**src/rtl/core/qctd_pkg.sv**
```systemverilog
package qctd_pkg;

    // Defaults for the top level parameters
    localparam int DEF_MAX_DEVICES = 8;
    localparam int DEF_COUNT_BITS  = 16;

    // Command codes as they arrive on the mode field
    localparam logic [1:0] MODE_LOAD  = 2'd0;
    localparam logic [1:0] MODE_START = 2'd1;
    localparam logic [1:0] MODE_REQ   = 2'd2;

    // Classified command kinds carried through the queue
    localparam logic [1:0] KIND_LOAD  = 2'd0;
    localparam logic [1:0] KIND_START = 2'd1;
    localparam logic [1:0] KIND_REQ   = 2'd2;
    localparam logic [1:0] KIND_BAD   = 2'd3;

    // Result status codes
    localparam logic [1:0] ST_OK   = 2'd0;
    localparam logic [1:0] ST_BAD  = 2'd1;
    localparam logic [1:0] ST_IDLE = 2'd2;

    // Configuration register indexes (paddr[2])
    localparam logic REG_DEVICE_COUNT = 1'b0;
    localparam logic REG_CHUNK_LEN    = 1'b1;

    // Reset values of the configuration registers
    localparam logic [3:0]  RST_DEVICE_COUNT = 4'd8;
    localparam logic [15:0] RST_CHUNK_LEN    = 16'd1;

    typedef struct packed {
        logic [1:0]  mode;
        logic [2:0]  device_sel;
        logic [15:0] value;
    } t_cmd;

    typedef struct packed {
        logic [1:0]  status;
        logic [2:0]  device_out;
        logic [15:0] slot;
        logic [15:0] task_id;
        logic [3:0]  active_devices;
        logic        last;
    } t_res;

    // Queue entry between front and back
    typedef struct packed {
        logic [1:0]  kind;
        logic [2:0]  device_sel;
        logic [15:0] value;
    } t_item;

    typedef struct packed {
        logic  valid;
        t_item item;
    } t_q2b;

    typedef struct packed {
        logic [3:0]  device_count;
        logic [15:0] chunk_len;
        logic        chunk_wr;
    } t_cfg;

endpackage

```
**src/rtl/core/qctd_front.sv**
```systemverilog
module qctd_front (
    input  logic          i_clk,
    input  logic          i_rst_n,
    input  logic          i_start,
    input  qctd_pkg::t_cmd i_cmd,
    output logic          o_busy,
    input  logic          i_pop,
    output qctd_pkg::t_q2b o_q2b
);

    qctd_pkg::t_item r_slot [2];
    logic            r_wp, r_rp;
    logic [1:0]      r_cnt;
    logic            acc;
    qctd_pkg::t_item item_in;

    assign o_busy = (r_cnt == 2'd2);
    assign acc    = i_start && !o_busy;

    // Classify the incoming beat
    always_comb begin
        item_in.device_sel = i_cmd.device_sel;
        item_in.value      = i_cmd.value;
        unique case (i_cmd.mode)
            qctd_pkg::MODE_LOAD:  item_in.kind = qctd_pkg::KIND_LOAD;
            qctd_pkg::MODE_START: item_in.kind = qctd_pkg::KIND_START;
            qctd_pkg::MODE_REQ:   item_in.kind = qctd_pkg::KIND_REQ;
            default:              item_in.kind = qctd_pkg::KIND_BAD;
        endcase
    end

    assign o_q2b.valid = (r_cnt != 2'd0);
    assign o_q2b.item  = r_slot[r_rp];

    // Two-entry queue
    always_ff @(posedge i_clk) begin
        if (!i_rst_n) begin
            r_wp  <= 1'b0;
            r_rp  <= 1'b0;
            r_cnt <= 2'd0;
        end else begin
            if (acc) r_wp <= ~r_wp;
            if (i_pop) r_rp <= ~r_rp;
            r_cnt <= r_cnt + 2'(acc) - 2'(i_pop);
        end
    end

    always_ff @(posedge i_clk) begin
        if (acc) r_slot[r_wp] <= item_in;
    end

endmodule

```
**src/rtl/core/qctd_back.sv**
```systemverilog
module qctd_back #(
    parameter int MAX_DEVICES = qctd_pkg::DEF_MAX_DEVICES,
    parameter int COUNT_BITS  = qctd_pkg::DEF_COUNT_BITS
) (
    input  logic           i_clk,
    input  logic           i_rst_n,
    input  qctd_pkg::t_cfg i_cfg,
    input  qctd_pkg::t_q2b i_q2b,
    output logic           o_pop,
    output logic           o_done,
    output qctd_pkg::t_res o_res
);

    localparam int CB  = COUNT_BITS;
    localparam int IW  = (MAX_DEVICES > 1) ? $clog2(MAX_DEVICES) : 1;
    localparam int NW  = $clog2(MAX_DEVICES + 1);
    localparam int EW  = NW + 1;
    localparam int SW  = CB + 5;
    localparam int DCW = $clog2(CB + 1);

    localparam logic [2:0] S_IDLE  = 3'd0;
    localparam logic [2:0] S_SUM   = 3'd1;
    localparam logic [2:0] S_DIV   = 3'd2;
    localparam logic [2:0] S_QUOTA = 3'd3;
    localparam logic [2:0] S_REQ   = 3'd4;

    logic [2:0]    r_state, n_state;
    logic [CB-1:0] r_base  [MAX_DEVICES];
    logic [CB-1:0] n_base  [MAX_DEVICES];
    logic [CB-1:0] r_final [MAX_DEVICES];
    logic [CB-1:0] n_final [MAX_DEVICES];
    logic [CB-1:0] r_asg   [MAX_DEVICES];
    logic [CB-1:0] n_asg   [MAX_DEVICES];
    logic [CB-1:0] r_total, n_total;
    logic [CB-1:0] r_tcnt, n_tcnt;
    logic [IW-1:0] r_cur, n_cur;
    logic          r_run, n_run;
    logic [NW-1:0] r_used, n_used;
    logic          r_active, n_active;
    logic [15:0]   r_ccnt, n_ccnt;
    logic          r_dirty, n_dirty;
    logic [NW-1:0] r_idx, n_idx;
    logic [SW-1:0] r_sum, n_sum;
    logic [16:0]   r_rem, n_rem;
    logic [CB-1:0] r_quo, n_quo;
    logic [15:0]   r_dvs, n_dvs;
    logic [DCW-1:0] r_dcnt, n_dcnt;
    logic          r_div_mod, n_div_mod;
    logic          r_done, n_done;
    qctd_pkg::t_res r_res, n_res;

    logic [NW-1:0] eff;
    logic [CB-1:0] total_in;
    logic [MAX_DEVICES-1:0] room;
    logic [NW-1:0] lim;
    logic [15:0]   ccnt_eff;
    logic          stay, rq_found, do_req;
    logic [IW-1:0] rq_dev;
    logic [EW-1:0] start_i, cand;
    logic [16:0]   div_t, c1;
    logic          div_ge;
    logic [SW-1:0] sum_nx;
    logic [CB-1:0] tcnt_nx;

    // Effective device count
    always_comb begin
        if (i_cfg.device_count == 4'd0) eff = NW'(1);
        else if (5'(i_cfg.device_count) > 5'(MAX_DEVICES)) eff = NW'(MAX_DEVICES);
        else eff = NW'(i_cfg.device_count);
    end

    assign total_in = CB'(i_q2b.item.value);
    assign ccnt_eff = (r_state == S_REQ) ? r_rem[15:0] : r_ccnt;

    // Device search: stay on the run or take the next device with room
    always_comb begin
        for (int d = 0; d < MAX_DEVICES; d++) room[d] = r_asg[d] < r_final[d];
        lim      = (r_used == '0) ? NW'(1) : r_used;
        stay     = r_run && room[r_cur] &&
                   (i_cfg.chunk_len == 16'd0 || ccnt_eff != 16'd0);
        start_i  = EW'(r_cur) + EW'(r_run);
        rq_found = stay;
        rq_dev   = r_cur;
        cand     = '0;
        if (!stay) begin
            for (int k = 0; k < MAX_DEVICES; k++) begin
                cand = start_i + EW'(k);
                if (cand >= EW'(lim)) cand = cand - EW'(lim);
                if (!rq_found && (EW'(k) < EW'(lim)) && room[IW'(cand)]) begin
                    rq_found = 1'b1;
                    rq_dev   = IW'(cand);
                end
            end
        end
    end

    // Divider step: one quotient bit per cycle
    assign div_t  = {r_rem[15:0], r_quo[CB-1]};
    assign div_ge = div_t >= {1'b0, r_dvs};
    assign sum_nx = r_sum + SW'(r_base[IW'(r_idx)]);
    assign tcnt_nx = r_tcnt + CB'(1);
    assign c1     = {1'b0, ccnt_eff} + 17'd1;

    always_comb begin
        n_state   = r_state;
        n_base    = r_base;
        n_final   = r_final;
        n_asg     = r_asg;
        n_total   = r_total;
        n_tcnt    = r_tcnt;
        n_cur     = r_cur;
        n_run     = r_run;
        n_used    = r_used;
        n_active  = r_active;
        n_ccnt    = r_ccnt;
        n_dirty   = r_dirty;
        n_idx     = r_idx;
        n_sum     = r_sum;
        n_rem     = r_rem;
        n_quo     = r_quo;
        n_dvs     = r_dvs;
        n_dcnt    = r_dcnt;
        n_div_mod = r_div_mod;
        n_done    = 1'b0;
        n_res     = '0;
        o_pop     = 1'b0;
        do_req    = 1'b0;

        unique case (r_state)
            S_IDLE: begin
                if (i_q2b.valid) begin
                    o_pop = 1'b1;
                    case (i_q2b.item.kind)
                        qctd_pkg::KIND_LOAD: begin
                            n_done = 1'b1;
                            if (5'(i_q2b.item.device_sel) < 5'(eff))
                                n_base[IW'(i_q2b.item.device_sel)] = total_in;
                            else
                                n_res.status = qctd_pkg::ST_BAD;
                        end
                        qctd_pkg::KIND_START: begin
                            for (int d = 0; d < MAX_DEVICES; d++) begin
                                n_final[d] = '0;
                                n_asg[d]   = '0;
                            end
                            n_tcnt   = '0;
                            n_cur    = '0;
                            n_run    = 1'b0;
                            n_total  = total_in;
                            n_active = 1'b0;
                            n_used   = '0;
                            n_ccnt   = '0;
                            n_dirty  = 1'b0;
                            if (33'(total_in) <= 33'(eff)) begin
                                for (int d = 0; d < MAX_DEVICES; d++)
                                    n_final[d] = CB'(33'(d) < 33'(total_in));
                                n_used   = NW'(total_in);
                                n_active = (total_in != '0);
                                n_done   = 1'b1;
                            end else begin
                                n_idx   = '0;
                                n_sum   = '0;
                                n_state = S_SUM;
                            end
                        end
                        qctd_pkg::KIND_REQ: begin
                            if (!r_active) begin
                                n_done       = 1'b1;
                                n_res.status = qctd_pkg::ST_IDLE;
                            end else if (r_dirty && i_cfg.chunk_len != 16'd0) begin
                                // rebuild tasks_done mod chunk after a chunk change
                                n_rem     = '0;
                                n_quo     = r_tcnt;
                                n_dvs     = i_cfg.chunk_len;
                                n_dcnt    = '0;
                                n_div_mod = 1'b1;
                                n_state   = S_DIV;
                            end else begin
                                do_req = 1'b1;
                            end
                        end
                        default: begin
                            n_done       = 1'b1;
                            n_res.status = qctd_pkg::ST_BAD;
                        end
                    endcase
                end
            end
            // Sum base quotas, one device a cycle
            S_SUM: begin
                n_sum = sum_nx;
                n_idx = r_idx + NW'(1);
                if (r_idx == NW'(eff - NW'(1))) begin
                    if (sum_nx > SW'(r_total)) begin
                        n_done       = 1'b1;
                        n_res.status = qctd_pkg::ST_BAD;
                        n_state      = S_IDLE;
                    end else begin
                        n_rem     = '0;
                        n_quo     = CB'(SW'(r_total) - sum_nx);
                        n_dvs     = 16'(eff);
                        n_dcnt    = '0;
                        n_div_mod = 1'b0;
                        n_state   = S_DIV;
                    end
                end
            end
            S_DIV: begin
                n_rem  = div_ge ? (div_t - {1'b0, r_dvs}) : div_t;
                n_quo  = {r_quo[CB-2:0], div_ge};
                n_dcnt = r_dcnt + DCW'(1);
                if (r_dcnt == DCW'(CB - 1)) n_state = r_div_mod ? S_REQ : S_QUOTA;
            end
            // Spread the remainder from device 0
            S_QUOTA: begin
                for (int d = 0; d < MAX_DEVICES; d++) begin
                    if (33'(d) < 33'(eff))
                        n_final[d] = r_base[d] + r_quo +
                                     CB'(33'(d) < 33'(r_rem[15:0]));
                end
                n_used   = eff;
                n_active = 1'b1;
                n_done   = 1'b1;
                n_state  = S_IDLE;
            end
            S_REQ: begin
                n_dirty = 1'b0;
                n_ccnt  = r_rem[15:0];
                do_req  = 1'b1;
                n_state = S_IDLE;
            end
            default: n_state = S_IDLE;
        endcase

        // Hand out one task
        if (do_req) begin
            n_done = 1'b1;
            if (!rq_found) begin
                n_active     = 1'b0;
                n_run        = 1'b0;
                n_res.status = qctd_pkg::ST_IDLE;
            end else begin
                n_cur              = rq_dev;
                n_res.device_out   = 3'(rq_dev);
                n_res.slot         = 16'(r_asg[rq_dev]);
                n_res.task_id      = 16'(r_tcnt);
                n_asg[rq_dev]      = r_asg[rq_dev] + CB'(1);
                n_tcnt             = tcnt_nx;
                n_run              = 1'b1;
                n_ccnt             = (c1 == {1'b0, i_cfg.chunk_len}) ? 16'd0 : c1[15:0];
                if (tcnt_nx == r_total) begin
                    n_res.last = 1'b1;
                    n_active   = 1'b0;
                    n_run      = 1'b0;
                end
            end
        end

        if (i_cfg.chunk_wr) n_dirty = 1'b1;
        n_res.active_devices = 4'(n_used);
    end

    always_ff @(posedge i_clk) begin
        if (!i_rst_n) begin
            r_state  <= S_IDLE;
            for (int d = 0; d < MAX_DEVICES; d++) begin
                r_base[d]  <= '0;
                r_final[d] <= '0;
                r_asg[d]   <= '0;
            end
            r_total  <= '0;
            r_tcnt   <= '0;
            r_cur    <= '0;
            r_run    <= 1'b0;
            r_used   <= '0;
            r_active <= 1'b0;
            r_ccnt   <= '0;
            r_dirty  <= 1'b0;
            r_done   <= 1'b0;
        end else begin
            r_state  <= n_state;
            r_base   <= n_base;
            r_final  <= n_final;
            r_asg    <= n_asg;
            r_total  <= n_total;
            r_tcnt   <= n_tcnt;
            r_cur    <= n_cur;
            r_run    <= n_run;
            r_used   <= n_used;
            r_active <= n_active;
            r_ccnt   <= n_ccnt;
            r_dirty  <= n_dirty;
            r_done   <= n_done;
        end
    end

    // Datapath registers
    always_ff @(posedge i_clk) begin
        r_idx     <= n_idx;
        r_sum     <= n_sum;
        r_rem     <= n_rem;
        r_quo     <= n_quo;
        r_dvs     <= n_dvs;
        r_dcnt    <= n_dcnt;
        r_div_mod <= n_div_mod;
        r_res     <= n_res;
    end

    assign o_done = r_done;
    assign o_res  = r_res;

endmodule

```
**src/rtl/core/quota_chunk_task_distributor_core.sv**
```systemverilog
// Quota-based chunked task distributor. Commands (load quota, start job, request
// next task) are taken when start is high and busy is low into a two-entry queue;
// every command gives exactly one result, shown for one cycle with o_done, and
// the receiver cannot hold it off. A load or request is handled from the idle
// state and its result is registered. A job start whose total is at most the
// effective device count sets its quotas at once; otherwise it sums the base
// quotas (a bad status if they exceed the total), runs the bit-serial divider
// and then sets the final quotas. The first request on an active job after a
// chunk length write runs the same divider, if the length is nonzero, to rebuild
// the chunk position. busy rises only while the queue holds two commands.
module quota_chunk_task_distributor_core #(
    parameter int MAX_DEVICES = qctd_pkg::DEF_MAX_DEVICES,
    parameter int COUNT_BITS  = qctd_pkg::DEF_COUNT_BITS
) (
    input  logic           i_clk,
    input  logic           i_rst_n,
    input  logic           start,
    output logic           busy,
    input  qctd_pkg::t_cmd i_cmd,
    output logic           o_done,
    output qctd_pkg::t_res o_res,
    input  logic           psel,
    input  logic           penable,
    input  logic           pwrite,
    input  logic [2:0]     paddr,
    input  logic [31:0]    pwdata,
    output logic [31:0]    prdata,
    output logic           pready
);

    logic [3:0]     r_device_count;
    logic [15:0]    r_chunk_len;
    logic           wr;
    qctd_pkg::t_cfg cfg;
    qctd_pkg::t_q2b q2b;
    logic           pop;

    assign pready = 1'b1;
    assign wr     = psel && penable && pwrite && pready;

    // Configuration registers
    always_ff @(posedge i_clk) begin
        if (!i_rst_n) begin
            r_device_count <= qctd_pkg::RST_DEVICE_COUNT;
            r_chunk_len    <= qctd_pkg::RST_CHUNK_LEN;
        end else if (wr) begin
            if (paddr[2] == qctd_pkg::REG_DEVICE_COUNT) r_device_count <= pwdata[3:0];
            else r_chunk_len <= pwdata[15:0];
        end
    end

    assign prdata = (paddr[2] == qctd_pkg::REG_CHUNK_LEN) ? {16'd0, r_chunk_len}
                                                          : {28'd0, r_device_count};

    assign cfg.device_count = r_device_count;
    assign cfg.chunk_len    = r_chunk_len;
    assign cfg.chunk_wr     = wr && (paddr[2] == qctd_pkg::REG_CHUNK_LEN);

    qctd_front u_front (
        .i_clk   (i_clk),
        .i_rst_n (i_rst_n),
        .i_start (start),
        .i_cmd   (i_cmd),
        .o_busy  (busy),
        .i_pop   (pop),
        .o_q2b   (q2b)
    );

    qctd_back #(
        .MAX_DEVICES (MAX_DEVICES),
        .COUNT_BITS  (COUNT_BITS)
    ) u_back (
        .i_clk   (i_clk),
        .i_rst_n (i_rst_n),
        .i_cfg   (cfg),
        .i_q2b   (q2b),
        .o_pop   (pop),
        .o_done  (o_done),
        .o_res   (o_res)
    );

endmodule

```
**config.mk**
```make
export PLATFORM = sky130hd
export DESIGN_NAME = quota_chunk_task_distributor_core
export DESIGN_NICKNAME = d
export VERILOG_FILES = /design/src/rtl/core/qctd_pkg.sv /design/src/rtl/core/qctd_front.sv /design/src/rtl/core/qctd_back.sv /design/src/rtl/core/quota_chunk_task_distributor_core.sv
export SDC_FILE = /design/constraint.sdc
export NUM_CORES = 2
export LEC_CHECK = 0
export ABC_AREA = 1
export BUFFER_PORTS_ARGS = -buffer_cell sky130_fd_sc_hd__buf_2
export CELL_PAD_IN_SITES_DETAIL_PLACEMENT = 1
export CELL_PAD_IN_SITES_GLOBAL_PLACEMENT = 2
export CORE_MARGIN = 2
export CORE_UTILIZATION = 33
export CTS_CLUSTER_SIZE = 20
export DETAILED_ROUTE_END_ITERATION = 16
export PLACE_DENSITY = 0.83
export SETUP_SLACK_MARGIN = 0.4
export SLEW_MARGIN = 10
export SYNTH_ARGS = -nofsm -noshare
export SYNTH_HDL_FRONTEND = slang
export SYNTH_SLANG_ARGS = --single-unit
```
**constraint.sdc**
```tcl
create_clock -name i_clk -period 8.5 [get_ports i_clk]
set_input_delay 2.125 -clock i_clk [delete_from_list [all_inputs] [get_ports i_clk]]
set_output_delay 2.125 -clock i_clk [all_outputs]
set_load 0.02 [all_outputs]
```
# Word level (Yosys, flattened, before mapping)
# Memories as Yosys holds them, arrays and structs flattened. A register that Yosys moved wholly into a read port is not among the register bits.
# Cells that the tools add are included.
# word_totals
ff_bits	591
mem_bits_rw	42
inputBits	62
output_inout_bits	77
wordCells	489
n_memories	1
# mem_list
memory	depth	width	rd	rd_clocked_by_memory_dff	wr	line_no	text
u_front.r_slot	2	21	1	1	1	qctd_front.sv:11	qctd_pkg::t_item r_slot [2];
# classes
addsub	43
magnitude_cmp	67
n_eq_ne	36
mux	213
n_bitwise	6
n_reduce_logical	71
# ops
op	count
$mux W128	7
$mux W16	45
$bwmux W128	2
$pmux W128 S2	1
$add A16 B1 Y16	8
$add A16 B16 Y16	8
$lt A16 B16 Y1	8
$lt A3 B16 Y1 const A	8
$mux W113	1
$mux W3	37
$bmux W16 S3	2
$demux W16 S3	2
$pmux W16 S3	2
$lt A1 B16 Y1 const A	4
$lt A2 B16 Y1 const A	4
$pmux W16 S2	2
$mux W1	63
$mux W21	3
$reduce_bool A16 Y1	3
$pmux W21 S2	1
$reduce_and A4 Y1	10
$mux W37	1
$lt A3 B4 Y1 const B	9
$mux W4	9
other kinds (65)	196

# Longest topological paths before layout
# logic_depth
word_depth	54
depth_mapped	50

# By module
# Synthesis repeated with hierarchy kept, for this count alone.
# unflattened
hier_cells	5946
area_unflattened_um2	41305.9
# by_module_without_submodules
mod	n_inst	cells_per_inst	area_per_inst_um2
qctd_back	1	5660	38301.7
qctd_front	1	102	1838.0
quota_chunk_task_distributor_core	1	184	1166.1

# Worst setup path before layout
# OpenSTA, ideal clock, no wires.
# synth_path
path_type	reg-to-reg
startpoint	register u_back.r_idx[0]
endpoint	register u_back.r_dcnt[0], enable pin
setup_time_ns	0.524
arrival_ns	8.272
t_required_ns	7.976
slack_ns	-0.296
stages_incl_launch_ff	35
path_cell_list	edfxtp_1 > clkbuf_1 > clkbuf_1 > clkbuf_1 > a21oi_1 > o21ai_0 > a31oi_1 > ha_1 > fa_1 > nand2_1 > inv_1 > nand2_1 > nand2_1 > a21oi_1 > o21bai_1 > nand3_1 > nand2_1 > nand3_1 > nand2_1 > nand3_1 > nand2_1 > a21o_1 > a21oi_1 > xor2_1 > ha_1 > nand2_1 > nor2_1 > a221o_1 > o21ai_0 > nand2_1 > a22oi_1 > nand4_1 > nand2_1 > o21ai_0 > nor4_1
# synth_via
elab_chain_len	8
elab_cells_between_ends	10
cone_classes	1 x add/sub; 1 x order compare; 3 x eq/ne; 3 x mux; 1 x bitwise; 1 x reduce/logical
# synth_lines
item	line_no	text
start: declaration	qctd_back.sv:42	logic [NW-1:0] r_idx, n_idx;
start signal: assignment	qctd_back.sv:299	r_idx <= n_idx;
$not A3 Y4 (not written as such)	qctd_back.sv:100	assign sum_nx = r_sum + SW'(r_base[IW'(r_idx)]);
$bmux W16 S3	qctd_back.sv:100	
$mux W16 (not written as such) (2 in series)	qctd_back.sv:100	
$add A21 B16 Y21	qctd_back.sv:100	
via u_back.sum_nx[14]	qctd_back.sv:62	logic [SW-1:0] sum_nx;
$gt A21 B16 Y1	qctd_back.sv:194	if (sum_nx > SW'(r_total)) begin
$ne A2 B2 Y1 (no source line)	n/a	
$reduce_and A7 Y1 (no source line)	n/a	
end signal: assignment	qctd_back.sv:304	r_dcnt <= n_dcnt;
end: declaration	qctd_back.sv:47	logic [DCW-1:0] r_dcnt, n_dcnt;
# The timed path passes the listed nets, and every way through them passes these cells. The select of a mux whose other input is x is not followed.
# A chain may end at the register's enable or synchronous reset.

# Worst setup path in the final report
# layout_path
startpoint	register u_back.r_cur[0]
endpoint	register u_back.r_asg[56] in the netlist's numbering
# layout_via
elab_chain_len	52
elab_cells_between_ends	122
cone_classes	17 x add/sub; 10 x order compare; 67 x mux; 1 x bitwise; 27 x reduce/logical
# layout_lines
item	line_no	text
start: declaration	qctd_back.sv:36	logic [IW-1:0] r_cur, n_cur;
start signal: assignment	qctd_back.sv:287	r_cur <= n_cur;
parallel branches: the longest is 50 deep, another holds $add A4 B1 Y5	n/a	
$mux W128 *	qctd_back.sv:238	if (!rq_found) begin
$mux W128 *	qctd_back.sv:236	if (do_req) begin
end signal: assignment	qctd_back.sv:284	r_asg <= n_asg;
end: declaration	qctd_back.sv:32	logic [CB-1:0] r_asg [MAX_DEVICES];
# Mark *: on every way between the ends. The select of a mux whose other input is x is not followed.

==> summary.txt <==
Outcome
  – Status: completed

CTS
  – Buffer type at the clock tree root: sky130_fd_sc_hd__clkbuf_16
  – Sinks on Clock Net: 634
  – Worst-case clock buffer depth: 3
  – Clock insertion delay at the later pin of the skew report: 0.70 ns
  – Clock-pin slew reported for the worst setup and hold paths after clock tree synthesis: 0.06 ns
  – Num CTS Buffers: 78
  – Post-CTS Repair Setup Buffers: 0
  – Count of H-tree levels built during CTS: 3
  – TritonCTS clock tree: yes

Critical path
  – Data arrival time of the critical path: 8.08 ns
  – Crit path top cell by count: sky130_fd_sc_hd__nand2_1
  – Critical path start-end classification: reg -> reg
  – Critical path peak fanout: 26
  – Worst setup EP type: flip-flop
  – CP max stage delay: 0.46 ns
  – Data required time of the critical path: 9.09 ns
  – Max stage delay cell, worst path: sky130_fd_sc_hd__dfxtp_1
  – Crit path launch type: flip-flop

Power
  – Leakage power summed over all cells: 0.0208 uW
  – Power per cell area: 295 mW/mm^2
  – Worst ir drop on vdd: 0.000195 V

Global routing
  – Maximum number of pins on one net before global-route repair: 154
  – Grt ovf: 0
  – Number of global-route vias before repair: 39300
  – Overall routing resource usage: 25.5%
  – Wire length of the first global-routing pass: 247000 um
  – Number of antenna violations at the first check in global routing: 5

Route
  – Iteration count of the initial detailed-routing pass: 5
  – Total number of vias: 39900
  – Number of design-rule violations left by the first detailed-router iteration: 2757
  – Vias per Instance: 5.22
  – Count of antenna-violating nets left after detailed routing: 0
  – DRT Wirelength: 165000 um
  – Routed wire per std cell: 21.5 um
  – Residual DRC: 0

STA
  – Share of the clock period used by the worst path: 88.2%
  – Final Setup Violations: 0
  – Peak Freq: 0.133 GHz
  – Worst relative slew slack: 19.1%
  – Unrepaired setup endpoints after global routing: no
  – Max-slew violation count: 0
  – Final TNS setup: 0 ns
  – Final worst clock skew: 0.0377 ns
  – Final hold violations: 0
  – Post-route worst setup slack: 1.01 ns
  – Slew at the pin closest to its max-slew limit: 1.21 ns
  – Clock period minus final worst setup slack: 7.49 ns

Floorplan
  – Die Footprint: 0.128 sq mm
  – Total I/O pin count: 139
  – Starting utilization of the core area: 33.3%
  – Die span in x: 358 um
  – Core Footprint: 0.124 sq mm
  – Die height: 358 um
  – Standard-cell rows: 129

Yosys
  – Mean area per synthesized cell: 6.98 sq um
  – Netlist area before placement: 0.0412 sq mm
  – Synth Flop Type: sky130_fd_sc_hd__dfxtp_1
  – Number of storage elements in the synthesis netlist: 634
  – Register area share after synthesis: 33.7%
  – EDFF count, synth: 121
  – Yosys Warn Count: 0
  – FFs w/ async S/R, synth: 0%
  – Number of distinct library cells after synthesis: 70
  – Mapped Cells: 5912

Place
  – Worst setup timing slack at the placement stage: 1.01 ns
  – Placed wire-length estimate after detailed placement: 125000 um
  – Count of port buffers added during placement: 103
  – Final weighted congestion in routability-driven placement: 0.908

Min path
  – Worst min-delay path category: reg -> reg

Final layout
  – Fill cell count: 15600
  – Ratio of cells with drive above 1 in the final layout: 7.36%
  – Post-layout net count: 6381
  – Core Util, Final: 37.3%
  – Area growth, synth to finish: 12.0%
  – Number of antenna diodes: 0

Run
  – Max_cap viols: 0
==> layer usage <==
| metal | part of all wire [%] | GRT usage (%) | up-vias |
|---|---|---|---|
| li1 | - | - | 19300 |
| met1 | 48 | 36.2 | 19500 |
| met2 | 44 | 40.3 | 907 |
| met3 | 4.7 | 2.68 | 217 |
| met4 | 3.3 | 8.31 | 2 |
| met5 | 0.0097 | 0 | - |
==> through the flow <==
stage                     hold WS, ns  total power (uW)  instance area [sq um]  std cells
after CTS                       0.465             13700                  46200       7646
after global placement          0.435              9870                  43500       7501
after detailed placement        0.448             10000                  43500       7501
final                           0.463             13600                  46200       7646
after floorplan                 0.426              7560                  41300       5927
after global routing            0.482             14400                  46200       7646
==> state kept, by name, summed over array words and instances, names as in the netlist, 2 cells and up, named ones only <==
register / flops
r_chunk_len: 16
u_back.r_tcnt: 16
u_back.r_rem: 16
u_front.r_cnt: 2
u_back.r_total: 16
u_back.r_final: 128
u_back.r_base: 128
u_back.o_res: 42
u_back.r_ccnt: 16
u_back.r_dcnt: 5
u_front.r_slot: 42
u_back.r_cur: 3
u_back.r_state: 3
u_back.r_used: 4
u_back.r_asg: 128
u_back.r_dvs: 16
u_back.r_idx: 4
u_back.r_quo: 16
r_device_count: 4
u_back.r_sum: 21
==> cell type report <==
type,instances,area (sq um),area share [%]
clock buffers,105,2250,4.87
clock inverters,40,470,1.02
inverters,927,3490,7.55
multi-input cells,4120,22900,49.5
flip-flops and latches,634,13900,30.1
well taps,1637,2050,4.43
repair buffers,183,1160,2.50
==> what timing repair did <==
item                       CTS  global route
gates resized for setup      0             1
setup endpoints to repair    0             1
hold endpoints to repair     0             0
hold buffers                 0             0
==> critical path: cells and delay by family, from the launching register on <==
family / cells / cell delay [ns]
simple gates: 28 / 3.54
compound gates: 4 / 0.67
xor+xnor: 2 / 0.45
flops: 1 / 0.46
fa+ha+maj: 5 / 1.25
buf+inv: 6 / 1.01
==> cells by family after synthesis <==
logic type | Yosys count | share of synthesized area [%]
xor+xnor | 110 | 2.44
buf+inv | 1173 | 11.1
other cells | 2 | 0.0182
mux | 4 | 0.109
compound gates | 1489 | 19.3
simple gates | 2125 | 21.5
fa+ha+maj | 375 | 11.8
flops | 634 | 33.7
==> power by group <==
group,internal [uW],switching [uW],total (uW)
sequential,3380,183,3560
combinational,1690,4750,6440
clock,2140,1470,3610
total,7210,6400,13600
==> synth_stat cells (14+ instances only) <==
master,instances,area share (%)
sky130_fd_sc_hd__a211oi_1,33,0.60
sky130_fd_sc_hd__a21oi_1,750,9.1
sky130_fd_sc_hd__a31oi_1,26,0.39
sky130_fd_sc_hd__buf_1,16,0.15
sky130_fd_sc_hd__buf_4,24,0.44
sky130_fd_sc_hd__clkbuf_1,188,1.7
sky130_fd_sc_hd__dfxtp_1,513,25
sky130_fd_sc_hd__edfxtp_1,121,8.8
sky130_fd_sc_hd__fa_1,24,1.2
sky130_fd_sc_hd__ha_1,351,11
sky130_fd_sc_hd__inv_1,901,8.2
sky130_fd_sc_hd__inv_2,16,0.15
sky130_fd_sc_hd__nand2_1,1152,10
sky130_fd_sc_hd__nand2_2,23,0.35
sky130_fd_sc_hd__nand3_1,203,2.5
sky130_fd_sc_hd__nand3b_1,52,0.95
sky130_fd_sc_hd__nand4_1,28,0.42
sky130_fd_sc_hd__nor2_1,556,5.1
sky130_fd_sc_hd__nor2_2,14,0.21
sky130_fd_sc_hd__nor3_1,45,0.55
sky130_fd_sc_hd__o211ai_1,22,0.40
sky130_fd_sc_hd__o21ai_0,482,5.8
sky130_fd_sc_hd__o21ai_1,64,0.78
sky130_fd_sc_hd__o21bai_1,15,0.27
sky130_fd_sc_hd__o31ai_1,17,0.31
sky130_fd_sc_hd__or2_2,23,0.35
sky130_fd_sc_hd__xnor2_1,25,0.53
sky130_fd_sc_hd__xor2_1,81,1.7
==> final timing paths <==
path                            slack [ns]                to  cells past startpoint            start
worst min register to register        0.46    u_back.r_dirty                      2   u_back.r_dirty
worst max register to register        1.01  u_back.r_asg[56]                     45  u_back.r_cur[0]
worst min-delay path                  0.46    u_back.r_dirty                      2   u_back.r_dirty
worst max-delay path                  1.01  u_back.r_asg[56]                     45  u_back.r_cur[0]
==> layout by cell type, fill, tap and decap left out, types with 17 or more instances in the layout <==
cell / synthesis / final
sky130_fd_sc_hd__buf_4: 24 / 78
sky130_fd_sc_hd__dfxtp_1: 513 / 513
sky130_fd_sc_hd__nand2_1: 1152 / 1151
sky130_fd_sc_hd__xnor2_1: 25 / 25
sky130_fd_sc_hd__a31oi_1: 26 / 26
sky130_fd_sc_hd__inv_1: 901 / 900
sky130_fd_sc_hd__or2_2: 23 / 23
sky130_fd_sc_hd__clkbuf_16: 0 / 82
sky130_fd_sc_hd__nand3b_1: 52 / 52
sky130_fd_sc_hd__ha_1: 351 / 351
sky130_fd_sc_hd__conb_1: 2 / 17
sky130_fd_sc_hd__o21ai_0: 482 / 481
sky130_fd_sc_hd__nand3_1: 203 / 203
sky130_fd_sc_hd__a21oi_1: 750 / 750
sky130_fd_sc_hd__o21ai_1: 64 / 63
sky130_fd_sc_hd__nor2_1: 556 / 552
sky130_fd_sc_hd__nand4_1: 28 / 28
sky130_fd_sc_hd__edfxtp_1: 121 / 121
sky130_fd_sc_hd__o31ai_1: 17 / 17
sky130_fd_sc_hd__nand2_2: 23 / 24
sky130_fd_sc_hd__nor3_1: 45 / 43
sky130_fd_sc_hd__nor2_2: 14 / 17
sky130_fd_sc_hd__o211ai_1: 22 / 22
sky130_fd_sc_hd__buf_2: 9 / 102
sky130_fd_sc_hd__fa_1: 24 / 24
sky130_fd_sc_hd__xor2_1: 81 / 81
sky130_fd_sc_hd__a211oi_1: 33 / 32
Power figures use the tool's default switching activity.
